[src/rtl/tmrf_pkg.sv]
// tmrf_pkg: field widths, register reset value and the sorter control struct
// for the temporal median range filter; no dependencies
package tmrf_pkg;

  localparam int BEAM_W     = 9;
  localparam int BEAM_EXT_W = 13;
  localparam int RANGE_W    = 16;
  localparam int USED_W     = 4;
  localparam int WLEN_W     = 4;

  localparam logic [WLEN_W-1:0] WLEN_RESET = 4'd5;

  // control group from the sequencer to the sorter
  typedef struct packed {
    logic               load;
    logic               ins;
    logic [RANGE_W-1:0] value;
  } sort_ctrl_t;

endpackage

[src/rtl/tmrf_sorter.sv]
// tmrf_sorter: insertion sort register array and median select
// depends on tmrf_pkg
module tmrf_sorter #(
  parameter int MAX_WINDOW = 8
) (
  input  logic                                   clk,
  input  tmrf_pkg::sort_ctrl_t                   ctrl,
  input  logic [$clog2(MAX_WINDOW+1)-1:0]        n,
  output logic [tmrf_pkg::RANGE_W-1:0]           median
);
  import tmrf_pkg::*;

  localparam int CW = $clog2(MAX_WINDOW+1);
  localparam int SW = $clog2(MAX_WINDOW);

  logic [RANGE_W-1:0] s      [MAX_WINDOW];
  logic [RANGE_W-1:0] s_next [MAX_WINDOW];
  logic [MAX_WINDOW-1:0] keep;
  logic [CW-1:0] len;
  logic [CW-1:0] half;
  logic [SW-1:0] idx_hi;
  logic [SW-1:0] idx_lo;
  logic [RANGE_W:0] pair_sum;

  // entries at or past len count as larger than any value
  always_comb begin
    for (int i = 0; i < MAX_WINDOW; i++) begin
      keep[i] = (CW'(i) < len) && (s[i] <= ctrl.value);
    end
    s_next[0] = keep[0] ? s[0] : ctrl.value;
    for (int i = 1; i < MAX_WINDOW; i++) begin
      if (keep[i]) begin
        s_next[i] = s[i];
      end else if (keep[i-1]) begin
        s_next[i] = ctrl.value;
      end else begin
        s_next[i] = s[i-1];
      end
    end
  end

  // load starts a fresh list, insert adds one sample in place
  always_ff @(posedge clk) begin
    if (ctrl.load) begin
      s[0] <= ctrl.value;
      len  <= CW'(1);
    end else if (ctrl.ins) begin
      s   <= s_next;
      len <= len + CW'(1);
    end
  end

  // middle value, or floor of the mean of the two middle values
  always_comb begin
    half     = n >> 1;
    idx_hi   = half[SW-1:0];
    idx_lo   = idx_hi - SW'(1);
    pair_sum = {1'b0, s[idx_hi]} + {1'b0, s[idx_lo]};
    median   = n[0] ? s[idx_hi] : pair_sum[RANGE_W:1];
  end

endmodule

[config.mk]
export PLATFORM = sky130hd
export DESIGN_NAME = tmrf_sorter
export DESIGN_NICKNAME = d
export VERILOG_FILES = /design/src/rtl/tmrf_pkg.sv /design/src/rtl/tmrf_sorter.sv
export SDC_FILE = /design/constraint.sdc
export NUM_CORES = 1
export LEC_CHECK = 0
export ABC_AREA = 1
export ABC_CLOCK_PERIOD_IN_PS = 6570
export BUFFER_PORTS_ARGS = -buffer_cell sky130_fd_sc_hd__buf_4
export CORE_MARGIN = 3
export CORE_UTILIZATION = 25
export CTS_CLUSTER_DIAMETER = 60
export DETAILED_ROUTE_END_ITERATION = 16
export SYNTH_ARGS = -nofsm -noshare
export SYNTH_HDL_FRONTEND = slang
export SYNTH_SLANG_ARGS = --single-unit
export TNS_END_PERCENT = 30
[constraint.sdc]
create_clock -name clk -period 6.57 [get_ports clk]
set_input_delay 1.314 -clock clk [delete_from_list [all_inputs] [get_ports clk]]
set_output_delay 1.314 -clock clk [all_outputs]
set_load 0.005 [all_outputs]
# After elaboration in Yosys (flattened, before gate mapping)
# Cells that the tools add are included.
[classes] addsub=3 mul=0 n_div=0 n_lt_le_gt_ge=18 n_eq_ne=1 shift=0 muxes=24 n_bitwise=10 n_reduce_logical=17
[ops] op="$mux W16" n=21
[ops] op="$le A16 B16 Y1" n=8
[ops] op="$mux W128" n=1
[ops] op="$bmux W16 S3" n=2
[ops] op="$reduce_and A3 Y1" n=7
[ops] op="$add A16 B16 Y17" n=1
[ops] op="$lt A3 B4 Y1 const A" n=4
[ops] op="$ge A4 B4 Y1 const B" n=2
[ops] op="$logic_and A1 B1 Y1" n=8
[ops] op="$lt A1 B4 Y1 const A" n=2
[ops] op="$lt A2 B4 Y1 const A" n=2
[ops] op="$not A1 Y1" n=8
[ops] op="$not A3 Y4" n=2
[ops] op="$add A4 B1 Y4 const B" n=1
[ops] op="$sub A3 B1 Y3 const B" n=1
[ops] op="$ne A2 B1 Y1 const B" n=1
[ops] op="$reduce_and A2 Y1" n=1
[ops] op="$reduce_bool A2 Y1" n=1
[totals] ff_bits=132 latch_bits=0 mem_bits_rw=0 rom_bits=0 in_bits=23 output_inout_bits=16 n_memories=0

# Depth between registers and ports, before layout
# Gate-level depths: netlist of run 1.
[logic_depth] ltp_word=7 ltp_mapped=26

# Least setup slack after synthesis of run 1
# Ideal clock, no wire load.
[synth_timing] path_type="in2out" startpoint="in n[1]" endpoint="out median[13] in the netlist's numbering" arrival_time_ns=4.429 t_required_ns=5.256 setup_slack_ns=0.827 stages=23 n_path_buf=7 cell_sequence="inv_2 -> buf_6 -> buf_6 -> buf_2 -> clkbuf_1 -> ha_1 -> buf_6 -> inv_2 -> buf_6 -> clkbuf_1 -> a21oi_1 -> o21ai_0 -> a31oi_1 -> ha_1 -> a21oi_1 -> nand2_1 -> nand2_1 -> o2111ai_1 -> nand2_1 -> nand2_1 -> or2_2 -> nand3_1 -> nand2_1"
[synth_between] elab_chain_cells=7 word_cells_on_any_way=11 classes_between="add/sub (2); mux (7); bitwise (2)"
[synth_lines] item="start, declared" line_no="tmrf_sorter.sv:8" text="input logic [$clog2(MAX_WINDOW+1)-1:0] n,"
[synth_lines] item="$sub A3 B1 Y3" line_no="tmrf_sorter.sv:57" text="idx_lo = idx_hi - SW'(1);"
[synth_lines] item="$not A3 Y4 (not written as such)" line_no="tmrf_sorter.sv:58" text="pair_sum = {1'b0, s[idx_hi]} + {1'b0, s[idx_lo]};"
[synth_lines] item="$bmux W16 S3" line_no="tmrf_sorter.sv:58"
[synth_lines] item="$mux W16 (not written as such) (2 in a row)" line_no="tmrf_sorter.sv:58"
[synth_lines] item="$add A16 B16 Y17" line_no="tmrf_sorter.sv:58"
[synth_lines] item="$mux W16 (*)" line_no="tmrf_sorter.sv:59" text="median = n[0] ? s[idx_hi] : pair_sum[RANGE_W:1];"
[synth_lines] item="end, declared" line_no="tmrf_sorter.sv:9" text="output logic [tmrf_pkg::RANGE_W-1:0] median"
# Every way passes the cells marked *; elsewhere a longest branch is shown, timed or not. The select of a mux whose other input is x is not followed.

# Worst setup path after layout of run 1
[layout_timing] startpoint="in n[2]" endpoint="out median[9] in the netlist's numbering"
# Same word-level chain as after synthesis.

==> results_dict.tcl, run 1 <==
set metrics [dict create \
    status "complete, no violations" \
    cts.htree.levels 4 \
    drt_wl_total_um 36000 \
    place_hpwl_um 27800 \
    cp_data_arrival_time_ns 4.74 \
    drive_gt1_frac 0.0710 \
    hold_violations 0 \
    min_period_over_period 0.921 \
    fp.dieW_um 220 \
    dpl_cell_area_um2 12200 \
    yosys-top-cells-count "338 x nand2_1, 222 x o21ai_0, 154 x a21oi_1, 146 x ha_1, 128 x edfxtp_1" \
    hold_buffers 0 \
    cp.required_ns 5.26 \
    utilization 0.287 \
    synth_area_um2 11400 \
    cts.path.max_buffers 2 \
    clk_latency_ns 0.43 \
    timing.setup.tns_ns 0 \
    cts_resized 0 \
    synthCells 1493 \
    slew_headroom 0.231 \
    synth_ff_type "edfxtp_1" \
    holdCritPathClass "reg -> reg" \
    period_needed_ns 6.05 \
    rsz0062_at_grt "false" \
    hold_path_depth 2 \
    postCtsSetupBuffers 0 \
    diodes 0 \
    grt_max_degree 157 \
    seq_area_frac_synth 0.343 \
    wire_per_inst_um 17.2 \
    start_util 0.256 \
    path_class "in -> out" \
    track_usage 0.150 \
    synth_most_common_cell "nand2_1" \
    final-setup-viol-count 0 \
    drv_cap 0 \
    worstHoldStart "len[0]" \
    dieHeight_um 220 \
    synth_cell_types 40 \
    clock-sinks 132 \
    gp_congestion 0.935 \
    drc_errors 0 \
    power.leakage_uw 0.00548 \
    synth_area_leaders "edfxtp_1 34%, ha_1 16%, nand2_1 11%, o21ai_0 9.7%, a21oi_1 6.7%" \
    portBuffers 38 \
    fillers 4863 \
    synth_top_area_frac 0.336 \
    synth_async_sr_flop_share 0 \
    core_area_um2 44700 \
    synth-edff-count 128 \
    first_pass_iters 6 \
    multi_input_area_um2 6710 \
    finalMaxSlewViolations 0 \
    synth_top_area_cell "edfxtp_1" \
    cp_max_fo 29 \
    finalInstanceArea_um2 12800 \
    synth_fp_nets 1663 \
    die_area_um2 48300 \
    reg2reg_to "s[110]" \
    cts_buffers 17 \
    worstHoldEndpoint "len[0]" \
    layout.nets 1664 \
    p_total_uw 3000 \
    power.density_nw_per_um2 234 \
    ant_nets 0 \
    reg2reg_from "s[97]" \
    clk_pin_slew_ns 0.07 \
    drt_iter0_drc 1018 \
    cts_tree "yes" \
    worstMarginPinSlew_ns 1.15 \
    synth_warnings 0 \
    end_kind "output pin" \
    rows 77 \
    reg2regPathDepth 12 \
    reg2reg_slack_ns 3.70 \
    worst_ir_drop_vdd_mv 0.179 \
    regArea_um2 3920 \
    grt_pass1_wl_um 56600 \
    avgSynthCellArea_um2 7.66 \
    routed-via-count 10600 \
    first_global_vias 9940 \
    skew_ns 0.0152 \
    ys_ff_latch 132 \
    area_delta_synth_final_pct 12.3 \
    antenna_found_initial 1 \
    boundaryPins 39 \
    fmax_mhz 165 \
    holdWs_ns 0.505 \
    setup.worst_path.start_class "input pin" \
    vias_per_cell 5.06 \
    gr-total-overflow 0 \
    cts_root_buf "clkbuf_16" \
]
## worst max path at each step
stage | end | slack (ns) | depth (start not counted) | start
3_5_place_dp | median[9] | 0.53 | 17 | n[2]
2_1_floorplan | median[13] | 0.83 | 23 | n[1]
6_report | median[9] | 0.52 | 17 | n[2]
3_3_place_gp | median[9] | 0.63 | 17 | n[2]
4_1_cts | median[9] | 0.51 | 17 | n[2]
5_1_grt | median[9] | 0.17 | 17 | n[2]
## stage by stage
stage | worst slack (ns) | std cells
after floorplan | 0.827 | 1493
after global routing | 0.170 | 2099
final | 0.519 | 2099
after detailed placement | 0.526 | 2067
after CTS | 0.512 | 2099
after global placement | 0.625 | 2067
## power breakdown
part,switching (µW),internal [µW]
combinational,566,318
clock,425,609
sequential,68.3,1010
## final cells by class
cell class	instances	area share
Clock buffer	17	0.0331
Clock inverter	15	0.0149
Inverter	113	0.0332
Multi-Input combinational cell	1175	0.522
Sequential cell	132	0.306
Tap cell	592	0.0577
Timing Repair Buffer	55	0.0331
## worst max-delay path: stages
cell and delay [ns]:
buf_4 0.10, inv_1 0.05, ha_1 0.24, xnor2_4 0.67, inv_1 0.21, o21ai_0 0.33, inv_1 0.11, fa_1 0.42
inv_1 0.10, nand3_1 0.08, nand2_1 0.19, a21oi_1 0.14, nor2_1 0.12, o2bb2ai_1 0.08, or2_2 0.27, a31oi_1 0.15
buf_4 0.14
## flip-flops by register name, summed over array words and instances, names as in the netlist
signal,count
len,4
s,128
## layer usage
layer  up-vias  global-route usage  part of all wire
met5         -                   0           0.00036
met4         2              0.0412             0.019
met3        38              0.0204             0.056
met2       345               0.252              0.47
met1      4986               0.201              0.45
li1       5249                   -                 -
## cells in the final DEF, fill, tap and decap left out, drive strengths merged, types with 20 or more instances in the layout
cell and n:
nand2 347, a21oi 154, nor2 110, buf 55, o21ai 249, ha 146, a31oi 33, nand3 51
o211ai 20, edfxtp 128, inv 121
## cells by family after synthesis
| family | synth area share |
|---|---|
| simple gates | 0.193 |
| buf+inv | 0.0711 |
| flops | 0.343 |
| compound gates | 0.224 |
| xor+xnor | 0.00777 |
| fa+ha+maj | 0.161 |
No activity file was read; power rests on OpenSTA's default activity.
==> run 2, diff against run 1 <==
--- a/config.mk
+++ b/config.mk
@@ -8,10 +8,13 @@
 export ABC_AREA = 1
 export ABC_CLOCK_PERIOD_IN_PS = 6570
 export BUFFER_PORTS_ARGS = -buffer_cell sky130_fd_sc_hd__buf_4
+export CELL_PAD_IN_SITES_DETAIL_PLACEMENT = 1
+export CELL_PAD_IN_SITES_GLOBAL_PLACEMENT = 1
 export CORE_MARGIN = 3
 export CORE_UTILIZATION = 25
 export CTS_CLUSTER_DIAMETER = 60
 export DETAILED_ROUTE_END_ITERATION = 16
+export PLACE_DENSITY_LB_ADDON = 0.1
 export SYNTH_ARGS = -nofsm -noshare
 export SYNTH_HDL_FRONTEND = slang
 export SYNTH_SLANG_ARGS = --single-unit
==> run 2 against run 1 <==
Net effect: sequential power about the same; fmax increased by 1.6%; setup slack improved by 0.097 ns; design area increased by 0.20%; critical path type unchanged; critical endpoint unchanged; largest cell class unchanged.
==> results_dict.tcl, run 2 (synthesis results as in run 1) <==
set metrics [dict create \
    status "complete, no violations" \
    rows 77 \
    final_common_cell "nand2_1" \
    cts.htree.levels 4 \
    core_area_um2 44700 \
    end_kind "output pin" \
    largest_registers "s: 128 flops, len: 4 flops" \
    timing.setup.tns_ns 0 \
    drive_gt1_frac 0.0735 \
    clock-sinks 132 \
    hold_buffers 0 \
    place_hpwl_um 35000 \
    largest_reg_flops 128 \
    fmax_mhz 168 \
    hold_violations 0 \
    boundaryPins 39 \
    power.density_nw_per_um2 236 \
    layout.nets 1667 \
    area_delta_synth_final_pct 12.5 \
    path_class "in -> out" \
    clk_latency_ns 0.45 \
    gr-total-overflow 0 \
    holdCritPathClass "reg -> reg" \
    utilization 0.288 \
    vias_per_cell 5.05 \
    cp_data_arrival_time_ns 4.64 \
    start_util 0.256 \
    top_register "s" \
    layout_common_cells "338 x nand2_1, 222 x o21ai_0, 152 x a21oi_1, 146 x ha_1, 128 x edfxtp_1" \
    portBuffers 38 \
    finalMaxSlewViolations 0 \
    power.leakage_uw 0.00549 \
    worstMarginPinSlew_ns 1.19 \
    cts_resized 0 \
    drv_cap 0 \
    setup.worst_path.start_class "input pin" \
    diodes 0 \
    slew_headroom 0.204 \
    postCtsSetupBuffers 0 \
    drt_wl_total_um 45100 \
    cp.required_ns 5.26 \
    cts_tree "yes" \
    grt_max_degree 157 \
    routed-via-count 10600 \
    wire_per_inst_um 21.4 \
    rsz0062_at_grt "false" \
    cp_max_fo 35 \
    die_area_um2 48300 \
    clk_pin_slew_ns 0.06 \
    drc_errors 0 \
    first_global_vias 10900 \
    fp.dieW_um 220 \
    cts_buffers 17 \
    ant_nets 0 \
    worst_ir_drop_vdd_mv 0.165 \
    skew_ns 0.00991 \
    cts.path.max_buffers 2 \
    cts_root_buf "clkbuf_16" \
    period_needed_ns 5.95 \
    antenna_found_initial 0 \
    first_pass_iters 6 \
    min_period_over_period 0.906 \
    dieHeight_um 220 \
    gp_congestion 0.884 \
    track_usage 0.190 \
    final-setup-viol-count 0 \
    grt_pass1_wl_um 68200 \
    drt_iter0_drc 612 \
]
==> run 2: changes by cell type in the layout (fill, tap and decap cells not counted) <==
cell / before / now
clkinv_2: 0 / 4
a21oi_1: 154 / 152
inv_6: 7 / 1
clkinvlp_4: 1 / 3
a21oi_2: 0 / 2
buf_4: 54 / 57
clkinv_4: 2 / 1
bufinv_16: 3 / 4
inv_8: 1 / 0
clkinv_1: 1 / 2
==> run 2: final timing paths <==
check | start | end | slack (ns) | cells past startpoint
worst max-delay path | n[1] | median[9] | 0.62 | 19
worst min-delay path | len[0] | len[0] | 0.49 | 2
worst max register to register | s[46] | s[16] | 3.20 | 7
worst min register to register | len[0] | len[0] | 0.49 | 2
==> run 2: per-stage QoR <==
| stage | setup slack [ns] | hold WS [ns] | total power, µW | instance area (µm²) | std cells |
|---|---|---|---|---|---|
| 6_report | 0.616 | 0.494 | 3040 | 12900 | 2102 |
| 5_1_grt | 0.296 | 0.544 | 3240 | 12900 | 2102 |
| 4_1_cts | 0.585 | 0.497 | 3080 | 12900 | 2102 |
| 3_5_place_dp | 0.591 | 0.487 | 2030 | 12300 | 2070 |
| 3_3_place_gp | 0.593 | 0.478 | 2010 | 12300 | 2070 |
| 2_1_floorplan | 0.827 | 0.457 | 1680 | 11400 | 1493 |
==> run 2: critical path: stages <==
cell       delay, ns
buf_4           0.12
inv_4           0.04
ha_1            0.30
buf_4           0.42
o21ai_0         0.16
o21ai_0         0.17
inv_1           0.06
o21ai_0         0.25
inv_1           0.11
fa_1            0.42
inv_1           0.10
nand3_1         0.07
nand2_1         0.17
a21oi_1         0.13
nor2_1          0.15
o2bb2ai_1       0.10
or2_2           0.28
a31oi_1         0.14
buf_4           0.14
==> run 2: cell type report <==
class / instances / area [µm²]
Clock buffer: 17 / 425
Clock inverter: 15 / 188
Fill cell: 5397 / 31800
Inverter: 113 / 427
Multi-Input combinational cell: 1175 / 6710
Sequential cell: 132 / 3920
Tap cell: 592 / 741
Timing Repair Buffer: 58 / 448
==> run 2: per-layer routing <==
metal  GRT usage  part of all wire  vias up
met4      0.0412             0.013        0
met1       0.255              0.49     5212
met5           0                 0        -
met2       0.327              0.48      121
met3      0.0252             0.021       28
li1            -                 -     5257
==> run 2: report_power, final <==
| group | internal (µW) | switching [µW] |
|---|---|---|
| logic | 321 | 593 |
| registers | 1010 | 74.9 |
| clock network | 630 | 405 |
==> run 3, diff against run 2 <==
--- a/config.mk
+++ b/config.mk
@@ -7,14 +7,15 @@
 export LEC_CHECK = 0
 export ABC_AREA = 1
 export ABC_CLOCK_PERIOD_IN_PS = 6570
-export BUFFER_PORTS_ARGS = -buffer_cell sky130_fd_sc_hd__buf_4
 export CELL_PAD_IN_SITES_DETAIL_PLACEMENT = 1
 export CELL_PAD_IN_SITES_GLOBAL_PLACEMENT = 1
 export CORE_MARGIN = 3
 export CORE_UTILIZATION = 25
 export CTS_CLUSTER_DIAMETER = 60
 export DETAILED_ROUTE_END_ITERATION = 16
+export DONT_BUFFER_PORTS = 1
 export PLACE_DENSITY_LB_ADDON = 0.1
+export SETUP_SLACK_MARGIN = 0.1
 export SYNTH_ARGS = -nofsm -noshare
 export SYNTH_HDL_FRONTEND = slang
 export SYNTH_SLANG_ARGS = --single-unit
==> run 3 against run 2 <==
Net effect: register-to-register slack better by 0.04 ns; clock power is essentially flat; sequential power hardly changed; flip-flop and latch count stayed put; hold slack improved by 0.0068 ns; count of clock-buffer cells in the layout grew 1; routed wire length is 0.96% lower; critical path type unchanged; largest cell class unchanged.
==> results_dict.tcl, run 3 (synthesis results as in run 1) <==
set metrics [dict create \
    antenna_found_initial 0 \
    reg2reg_to "s[43]" \
    status "complete, no violations" \
    clk_latency_ns 0.45 \
    period_needed_ns 5.83 \
    gp_congestion 0.838 \
    routed-via-count 10500 \
    start_util 0.256 \
    worst_ir_drop_vdd_mv 0.147 \
    timing.setup.tns_ns 0 \
    setup.worst_path.start_class "input pin" \
    hold_buffers 0 \
    worstHoldStart "len[0]" \
    boundaryPins 39 \
    power.leakage_uw 0.00530 \
    cts_root_buf "clkbuf_16" \
    p_total_uw 2990 \
    drive_gt1_frac 0.0503 \
    reg2regPathDepth 6 \
    cts_buffers 17 \
    final-setup-viol-count 0 \
    portBuffers 0 \
    power.density_nw_per_um2 237 \
    min_period_over_period 0.887 \
    grt_max_degree 121 \
    die_area_um2 48300 \
    hold_violations 0 \
    largest_registers "s: 128 flops, len: 4 flops" \
    place_hpwl_um 34600 \
    gr-total-overflow 0 \
    final_common_cell "nand2_1" \
    end_kind "output pin" \
    vias_per_cell 5.09 \
    clk_pin_slew_ns 0.06 \
    cts_resized 0 \
    cp.required_ns 5.26 \
    slew_headroom 0.202 \
    cts_tree "yes" \
    worstMarginPinSlew_ns 1.20 \
    layout.nets 1628 \
    holdCritPathClass "reg -> reg" \
    finalMaxSlewViolations 0 \
    fmax_mhz 172 \
    area_delta_synth_final_pct 10.0 \
    fillers 5406 \
    drt_wl_total_um 44700 \
    fp.dieW_um 220 \
    layout_common_cells "338 x nand2_1, 222 x o21ai_0, 151 x a21oi_1, 146 x ha_1, 128 x edfxtp_1" \
    worstHoldEndpoint "len[0]" \
    grt_pass1_wl_um 68100 \
    dieHeight_um 220 \
    rsz0062_at_grt "false" \
    core_area_um2 44700 \
    top_register "s" \
    cts.htree.levels 4 \
    ant_nets 0 \
    skew_ns 0.00929 \
    first_global_vias 10800 \
    track_usage 0.189 \
    cts.path.max_buffers 2 \
    reg2reg_from "s[46]" \
    hold_path_depth 2 \
    clock-sinks 132 \
    drc_errors 0 \
    wire_per_inst_um 21.6 \
    postCtsSetupBuffers 0 \
    cp_max_fo 101 \
    largest_reg_flops 128 \
    diodes 0 \
    reg2reg_slack_ns 3.24 \
    cp_data_arrival_time_ns 4.51 \
    drv_cap 0 \
    rows 77 \
    first_pass_iters 4 \
    path_class "in -> out" \
    drt_iter0_drc 572 \
]
-- run 3: worst max-delay path by stage --
stage	cells after the start	slack, ns	end	startpoint
2_1_floorplan	23	0.83	median[13]	n[1]
3_3_place_gp	17	0.81	median[9]	n[1]
3_5_place_dp	17	0.73	median[9]	n[1]
4_1_cts	17	0.72	median[9]	n[1]
5_1_grt	19	0.49	median[13]	n[2]
6_report	17	0.74	median[9]	n[1]
-- run 3: stage by stage --
| stage | cells | hold slack (ns) | setup slack [ns] | utilization | cell area [µm²] |
|---|---|---|---|---|---|
| 3_5_place_dp | 2031 | 0.501 | 0.734 | 0.268 | 12000 |
| 3_3_place_gp | 2031 | 0.477 | 0.808 | 0.268 | 12000 |
| 5_1_grt | 2063 | 0.521 | 0.489 | 0.281 | 12600 |
| 2_1_floorplan | 1493 | 0.457 | 0.827 | - | 11400 |
| 6_report | 2063 | 0.501 | 0.744 | 0.281 | 12600 |
| 4_1_cts | 2063 | 0.508 | 0.724 | 0.281 | 12600 |
-- run 3: final cells by class --
class	count	area (µm²)	area share
clock buffers	18	429	0.0341
multi-input cells	1175	6720	0.534
clock inverters	14	186	0.0148
flip-flops and latches	132	3920	0.312
repair buffers	19	155	0.0123
well taps	592	741	0.0589
inverters	113	427	0.0339
-- run 3: routing by layer --
metal	vias up	track usage	part of all wire
met2	127	0.322	0.48
met5	-	0	0
met3	32	0.0296	0.028
met4	0	0.0436	0.016
li1	5181	-	-
met1	5156	0.252	0.48
-- run 3: power by group --
group / total [µW] / switching [µW] / leakage [µW] / internal, µW
logic: 853 / 564 / 0.00376 / 288
registers: 1090 / 74.0 / 0.00125 / 1010
clock network: 1050 / 415 / 0.000289 / 632
total: 2990 / 1050 / 0.00530 / 1930
-- run 3: worst max-delay path: stages --
cell and delay (ns):
inv_4 0.04, ha_1 0.30, buf_4 0.41, o21ai_0 0.16
o21ai_0 0.18, inv_1 0.05, o21ai_0 0.29, inv_1 0.11
fa_1 0.43, inv_1 0.10, nand3_1 0.07, nand2_1 0.19
a21oi_1 0.15, nor2_1 0.11, o2bb2ai_1 0.08, or2_2 0.27
a31oi_1 0.21
